[src/rtl/cfvt_pkg.sv]
package cfvt_pkg;

    // Field widths
    localparam int PANEL_W = 3;
    localparam int COORD_W = 19;
    localparam int ENT_W   = 24;
    localparam int STAT_W  = 2;

    // Datapath widths
    localparam int MAG_W   = COORD_W;            // magnitude of a Q3.16 coordinate, up to 2^18
    localparam int SQ_W    = 2 * COORD_W - 1;    // square of a magnitude, up to 2^36
    localparam int DEN_W   = SQ_W + 1;           // x^2 + y^2
    localparam int PROD_W  = MAG_W + SQ_W - 1;   // |s| * (2^32 + o^2), below 2^55
    localparam int NUM_W   = PROD_W + 2;         // 2 * product + denominator
    localparam int REM_W   = DEN_W + 1;          // doubled denominator and remainder
    localparam int Q_BITS  = ENT_W;              // quotient bits resolved by the divider

    localparam logic [SQ_W-1:0] ONE_Q32 = SQ_W'(64'd1 << 32);

    localparam logic signed [ENT_W-1:0] ONE_Q16 = 24'sh010000;
    localparam logic signed [ENT_W-1:0] ENT_MAX = 24'sh7FFFFF;
    localparam logic signed [ENT_W-1:0] ENT_MIN = 24'sh800000;

    // Matrix entry selectors
    typedef enum logic [2:0] {
        E_ZERO  = 3'd0,
        E_POS   = 3'd1,
        E_NEG   = 3'd2,
        E_A     = 3'd3,
        E_NEG_A = 3'd4,
        E_B     = 3'd5,
        E_NEG_B = 3'd6,
        E_INV   = 3'd7
    } t_ent;

    typedef t_ent [3:0] t_codes;

    typedef enum logic [STAT_W-1:0] {
        ST_OK   = 2'd0,
        ST_PAIR = 2'd1,
        ST_ZERO = 2'd2,
        ST_SAT  = 2'd3
    } t_status;

    // Entry selection per (source, destination) panel pair, entries t00 t01 t10 t11
    localparam t_ent PAIR_TABLE [6][6][4] = '{
        '{ '{E_INV, E_INV, E_INV, E_INV},     '{E_POS, E_ZERO, E_NEG_A, E_B},
           '{E_INV, E_INV, E_INV, E_INV},     '{E_POS, E_ZERO, E_A, E_NEG_B},
           '{E_A, E_NEG_B, E_ZERO, E_POS},    '{E_NEG_A, E_B, E_ZERO, E_POS} },
        '{ '{E_POS, E_ZERO, E_A, E_NEG_B},    '{E_INV, E_INV, E_INV, E_INV},
           '{E_POS, E_ZERO, E_NEG_A, E_B},    '{E_INV, E_INV, E_INV, E_INV},
           '{E_ZERO, E_NEG, E_A, E_NEG_B},    '{E_ZERO, E_POS, E_A, E_NEG_B} },
        '{ '{E_INV, E_INV, E_INV, E_INV},     '{E_POS, E_ZERO, E_A, E_NEG_B},
           '{E_INV, E_INV, E_INV, E_INV},     '{E_POS, E_ZERO, E_NEG_A, E_B},
           '{E_NEG_A, E_B, E_ZERO, E_NEG},    '{E_A, E_NEG_B, E_ZERO, E_NEG} },
        '{ '{E_POS, E_ZERO, E_NEG_A, E_B},    '{E_INV, E_INV, E_INV, E_INV},
           '{E_POS, E_ZERO, E_A, E_NEG_B},    '{E_INV, E_INV, E_INV, E_INV},
           '{E_ZERO, E_POS, E_NEG_A, E_B},    '{E_ZERO, E_NEG, E_NEG_A, E_B} },
        '{ '{E_NEG_A, E_B, E_ZERO, E_POS},    '{E_NEG_A, E_B, E_NEG, E_ZERO},
           '{E_NEG_A, E_B, E_ZERO, E_NEG},    '{E_NEG_A, E_B, E_POS, E_ZERO},
           '{E_INV, E_INV, E_INV, E_INV},     '{E_INV, E_INV, E_INV, E_INV} },
        '{ '{E_A, E_NEG_B, E_ZERO, E_POS},    '{E_A, E_NEG_B, E_POS, E_ZERO},
           '{E_A, E_NEG_B, E_ZERO, E_NEG},    '{E_A, E_NEG_B, E_NEG, E_ZERO},
           '{E_INV, E_INV, E_INV, E_INV},     '{E_INV, E_INV, E_INV, E_INV} }
    };

    // Look up the four entry selectors; codes above the south panel are invalid
    function automatic t_codes pair_codes(input logic [PANEL_W-1:0] sp,
                                          input logic [PANEL_W-1:0] dp);
        t_codes codes;
        codes = '{E_INV, E_INV, E_INV, E_INV};
        if (sp <= 3'd5 && dp <= 3'd5) begin
            for (int i = 0; i < 4; i++) begin
                codes[i] = PAIR_TABLE[sp][dp][i];
            end
        end
        return codes;
    endfunction

    // Word carried through the divider stages
    typedef struct packed {
        t_codes             codes;
        logic               inv;
        logic               zero;
        logic               sx;
        logic               sy;
        logic               ovf_a;
        logic               ovf_b;
        logic [REM_W-1:0]   den;
        logic [REM_W-1:0]   rem_a;
        logic [REM_W-1:0]   rem_b;
        logic [Q_BITS-1:0]  lo_a;
        logic [Q_BITS-1:0]  lo_b;
    } t_div_word;

    // Finished result word
    typedef struct packed {
        logic signed [ENT_W-1:0] t00;
        logic signed [ENT_W-1:0] t01;
        logic signed [ENT_W-1:0] t10;
        logic signed [ENT_W-1:0] t11;
        t_status                 status;
    } t_result;

endpackage

[src/rtl/cfvt_div_step.sv]
module cfvt_div_step (
    input  logic                i_clk,
    input  logic                i_rst_n,
    input  logic                i_valid,
    output logic                o_ready,
    input  cfvt_pkg::t_div_word i_word,
    output logic                o_valid,
    input  logic                i_ready,
    output cfvt_pkg::t_div_word o_word
);
    import cfvt_pkg::*;

    logic               r_valid;
    t_div_word          r_word, n_word;
    logic               en;
    logic [REM_W:0]     trial_a, trial_b, diff_a, diff_b;
    logic               ge_a, ge_b;

    assign en      = !r_valid || i_ready;
    assign o_ready = en;

    // Resolve one quotient bit of each ratio
    always_comb begin
        trial_a      = {i_word.rem_a, i_word.lo_a[Q_BITS-1]};
        trial_b      = {i_word.rem_b, i_word.lo_b[Q_BITS-1]};
        ge_a         = trial_a >= {1'b0, i_word.den};
        ge_b         = trial_b >= {1'b0, i_word.den};
        diff_a       = trial_a - {1'b0, i_word.den};
        diff_b       = trial_b - {1'b0, i_word.den};
        n_word       = i_word;
        n_word.rem_a = ge_a ? diff_a[REM_W-1:0] : trial_a[REM_W-1:0];
        n_word.rem_b = ge_b ? diff_b[REM_W-1:0] : trial_b[REM_W-1:0];
        n_word.lo_a  = {i_word.lo_a[Q_BITS-2:0], ge_a};
        n_word.lo_b  = {i_word.lo_b[Q_BITS-2:0], ge_b};
    end

    always_ff @(posedge i_clk) begin
        if (!i_rst_n) begin
            r_valid <= 1'b0;
        end else if (en) begin
            r_valid <= i_valid;
        end
    end

    always_ff @(posedge i_clk) begin
        if (en && i_valid) r_word <= n_word;
    end

    assign o_valid = r_valid;
    assign o_word  = r_word;

`ifndef SYNTHESIS
    // Remainder stays below the divisor while the quotient is in range and the norm is nonzero
    a_rem_a_bound: assert property (@(posedge i_clk) disable iff (!i_rst_n)
        r_valid && !r_word.ovf_a && !r_word.zero |-> r_word.rem_a < r_word.den)
        else $error("remainder a not below divisor");

    a_rem_b_bound: assert property (@(posedge i_clk) disable iff (!i_rst_n)
        r_valid && !r_word.ovf_b && !r_word.zero |-> r_word.rem_b < r_word.den)
        else $error("remainder b not below divisor");

    a_reset_empty: assert property (@(posedge i_clk)
        !i_rst_n |=> !r_valid)
        else $error("stage holds a word after reset");
`endif

endmodule

[config.mk]
export PLATFORM = sky130hd
export DESIGN_NAME = cfvt_div_step
export DESIGN_NICKNAME = d
export VERILOG_FILES = /design/src/rtl/cfvt_pkg.sv /design/src/rtl/cfvt_div_step.sv
export SDC_FILE = /design/constraint.sdc
export NUM_CORES = 1
export LEC_CHECK = 0
export BUFFER_PORTS_ARGS = -buffer_cell sky130_fd_sc_hd__clkbuf_2
export CAP_MARGIN = 20
export CELL_PAD_IN_SITES_DETAIL_PLACEMENT = 1
export CELL_PAD_IN_SITES_GLOBAL_PLACEMENT = 1
export CORE_MARGIN = 1
export CORE_UTILIZATION = 35
export DETAILED_ROUTE_END_ITERATION = 7
export PLACE_DENSITY = 0.74
export SYNTH_ARGS = -nofsm -noshare
export SYNTH_HDL_FRONTEND = slang
export SYNTH_SLANG_ARGS = --single-unit
[constraint.sdc]
create_clock -name i_clk -period 5.1 [get_ports i_clk]
set_input_delay 0.765 -clock i_clk [delete_from_list [all_inputs] [get_ports i_clk]]
set_output_delay 0.765 -clock i_clk [all_outputs]
set_load 0.1 [all_outputs]
* After elaboration in Yosys (flattened, before gate mapping)
Cells that the tools add are included.
** Storage, ports and cells
- ROM bits :: 0
- Memories :: 0
- Register bits after elaboration :: 184
- Output and inout bits :: 185
- Bits in latches :: 0
- Memory bits (writable) :: 0
- Word-level logic and storage cells :: 25
- Input bits :: 187
** Cells by class
- Div/mod/pow operators :: 0
- $add $sub $neg :: 2
- Shift-type cells :: 0
- Reductions and logical operators :: 3
- Bitwise logic cells :: 0
- $mul :: 0
- Muxes and demuxes :: 2
- Eq/ne operators :: 0
- Magnitude comparators :: 2
** Operators by type and width (number)
- greater-or-equal comparator 40 x 39 -> 1 bit :: 2
- two-way mux 39 bit :: 2
- subtractor 39 bit :: 2
- logical AND 1 bit :: 1
- logical NOT 1 bit :: 1
- logical OR 1 bit :: 1

* Depth between registers and ports, before layout
- Depth after elaboration :: 3
- Mapped depth :: 14
- Mapped depth without buffers :: 13

* Worst setup path after synthesis
No wires, ideal clock.
- Path type :: in2reg
- Start :: input port i_ready
- End :: register r_word, in the netlist o_word[0] (enable)
- Stages :: 2
- Data arrival time :: 5.842 ns
- Data required time :: 4.536 ns
- Setup time :: 0.564 ns
- Path buffers :: 0
- Path slack :: -1.306 ns
- Cell sequence :: nand2b_1 -> and2_1
** On the way
- Word-level cells in the longest chain between the ends :: 2
** RTL lines
- from (decl) :: line cfvt_div_step.sv:8 : input logic i_ready,
- logical OR 1 bit :: line cfvt_div_step.sv:19 : assign en = !r_valid || i_ready;
- logical AND 1 bit :: line cfvt_div_step.sv:46 : if (en && i_valid) r_word <= n_word;
- to (signal assigned) :: line cfvt_div_step.sv:46
- to (decl) :: line cfvt_div_step.sv:14 : t_div_word r_word, n_word;
No other way between the ends.
A chain may end at the register's enable or synchronous reset.

==> out/metrics.yaml <==
cells_and_area:
  final_cells: 1802
  layout-drive-gt1-share_pct: 29.7
  final_core_util_pct: 44.6
  area_delta_synth_final_pct: 25.1
  fin_nets: 1658
  fillerInstances: 3538
clock_network:
  clock_sinks: 184
  clk_latency_ps: 440
  cts_root_buffer: "clkbuf_16"
  postCtsSetupRepairBufs: 0
  cts_resized: 0
  cts_tree: "built"
  postCtsHoldBufs: 0
  clk_pin_slew_ps: 70
  cts_max_path_buffers: 2
  cts_inserted_buffers: 17
  htree_levels: 4
detailed_routing:
  wl_per_cell_um: 20.4
  antenna_left: 0
  first_iter_violations: 463
  vias_per_cell: 5.23
  drc: 0
  routed_wl_mm: 36.7
  via_count: 9420
  first_pass_iters: 4
floorplan:
  dieHeight_um: 179
  die-area_um2: 32000
  die_x_um: 179
  ios: 372
  rows: 64
  start_util_pct: 35.7
  core_area_um2: 30700
worst_setup_path:
  arrival_ps: 3700
  reg2reg_depth: 3
  cp_data_required_time_ps: 5280
  reg2reg_slack_ps: 3240
  worst-setup-path-type: "in2reg"
  crit_chain: "clkbuf_2, inv_1, ha_1, a211oi_1, o311ai_0, a21oi_1, o41ai_1, nor3_1, o31a_2, inv_2, buf_4, a21oi_1"
  path_common_cell: "a21oi_1"
  cp_top_family: "compound AO/OA/AOI/OAI gates"
  cp_slowest_cell: "ha_1"
  end_kind: "register"
  max_stage_delay_ps: 420
  worstPathMaxFanout: 31
  path_depth: 12
  startpoint_type: "input pin"
  crit_buf_inv: 4
  reg2reg_to: "o_word[149]"
  reg2reg_from: "o_valid"
power_and_ir_drop:
  p_sw_mw: 2.17
  ir_drop_mv: 0.211
  swShare_pct: 42.4
  p_leak_nw: 6.15
  comb_power_share_pct: 38.6
  p_seq_share_pct: 36.9
  power.share.clock_pct: 24.5
  power.internal_mw: 2.94
  fin_total_pwr_mw: 5.11
  powerDensity_nw_per_um2: 374
logic_synthesis:
  syn_inst: 1037
  synth-edff-count: 183
  yosysWarnings: 0
  yosys-top-cells-area: "edfxtp_1, ha_1, a21oi_1"
  ys_seq_area_share_pct: 50.4
  synth_area_per_cell_um2: 10.5
  synth_most_common_cell: "edfxtp_1"
  ys.flop_type: "edfxtp_1"
  yosys.area.top_type_share_pct: 50.3
  synthArstFlopShare_pct: 0
  ys_ff_latch: 184
  ys_types: 72
  yosysTopAreaCell: "edfxtp_1"
  synthesis.area_um2: 10900
  syn_nets: 1304
  netlist_top_cells_count: "edfxtp_1, nand2_1, a21oi_1"
sta:
  hold_violations: 0
  max_freq_mhz: 284
  fin_crit_sh_pct: 69.0
  rsz0062_at_grt: "no"
  setup_violations: 0
  timing.setup.tns_ps: 0
  timing.slew.headroom_pct: 25.9
  fin_skew_ps: 7.27
  fin_crit_ps: 3520
  tightestPinTransition_ps: 1110
  maxSlewViolCount: 0
global_route:
  grt_pass1_vias: 9572
  gr-total-overflow: 0
  grt_usage_pct: 22.8
  grt_pass1_wl_mm: 54.4
  grt_max_degree: 184
  antenna_found_initial: 3
placed_design:
  dp_hpwl_mm: 29.8
  routabilityCongestion: 0.879
  dpl.cell_count: 1768
  port_buffers: 371
hold_path:
  hp-start: "i_word[17]"
  holdPathEnd: "o_word[18]"
  holdPathStages: 1
  hp-class: "in2reg"
flow_run:
  drv_cap: 0
run_status:
  status: "completed"
## placed cells by master, fill, tap and decap left out, types with 6 or more instances in the layout
cell type / n
clkbuf_2: 371
edfxtp_1: 183
nand2_1: 111
a21oi_1: 88
ha_1: 78
o21ai_0: 77
nor2_1: 72
inv_1: 61
a21o_1: 55
xnor2_1: 39
xor2_1: 28
nand4_1: 17
clkbuf_16: 17
a31oi_1: 16
nor3_1: 15
nand3_1: 15
o21bai_1: 11
a211oi_1: 9
o21ai_1: 8
o21a_1: 8
nand2b_1: 8
nor2b_1: 6
and2_1: 6
o211ai_1: 6
## registers in the layout (all words and copies together) (netlist names)
register,cells
o_valid,1
o_word,183
## metal layers
| metal | wire length [um] | vias up | GRT usage [%] | share of wire (%) |
|---|---|---|---|---|
| met4 | 748 | 0 | 8.05 | 2.0 |
| met3 | 1910 | 41 | 3.82 | 5.2 |
| li1 | - | 4559 | - | - |
| met2 | 18100 | 301 | 39.1 | 49 |
| met5 | 0 | - | 0 | 0 |
| met1 | 16000 | 4519 | 28.7 | 43 |
## power by group through the flow
stage                     sequential (mW)  clock [mW]  combinational [mW]
final                                1.89        1.25                1.97
after global routing                 1.90        1.33                2.09
after CTS                            1.89        1.29                1.98
after detailed placement             1.92           0                1.97
after global placement               1.92           0                1.95
after floorplan                      2.85           0               0.623
## worst max-delay path by stage
stage                 from          to  slack [ps]
2_1_floorplan      i_ready   o_word[0]         690
3_3_place_gp   i_word[151]  o_word[94]        1180
3_5_place_dp   i_word[151]  o_word[93]        1090
4_1_cts        i_word[151]  o_word[93]        1580
5_1_grt        i_word[126]  o_word[93]        1380
6_report       i_word[151]  o_word[93]        1580
## cells by family after synthesis
kind of cell               share of synthesized area, %
AOI/OAI and AO/OA                                  18.9
and+or+nand+nor                                    11.4
DFF                                                50.4
buffers and inverters                              4.13
adders and majority gates                          9.29
xor gates and xnor gates                           5.37
muxes                                             0.492
## area by class of cell
type / count / area [um2] / area share, %
inverters: 63 / 236 / 1.73
well taps: 396 / 495 / 3.62
diodes: 3 / 7.51 / 0.0549
multi-input cells: 749 / 4980 / 36.4
clock inverters: 12 / 103 / 0.750
clock buffers: 19 / 433 / 3.16
repair buffers: 376 / 1910 / 13.9
flip-flops and latches: 184 / 5520 / 40.3
## stage by stage
stage	setup WS [ps]	hold WS (ps)	area, um2
after detailed placement	1090	555	13100
after global placement	1180	523	13100
final	1580	497	13700
after global routing	1380	474	13700
after floorplan	685	864	10900
after CTS	1580	466	13700
No activity file was read; power rests on OpenSTA's default activity.
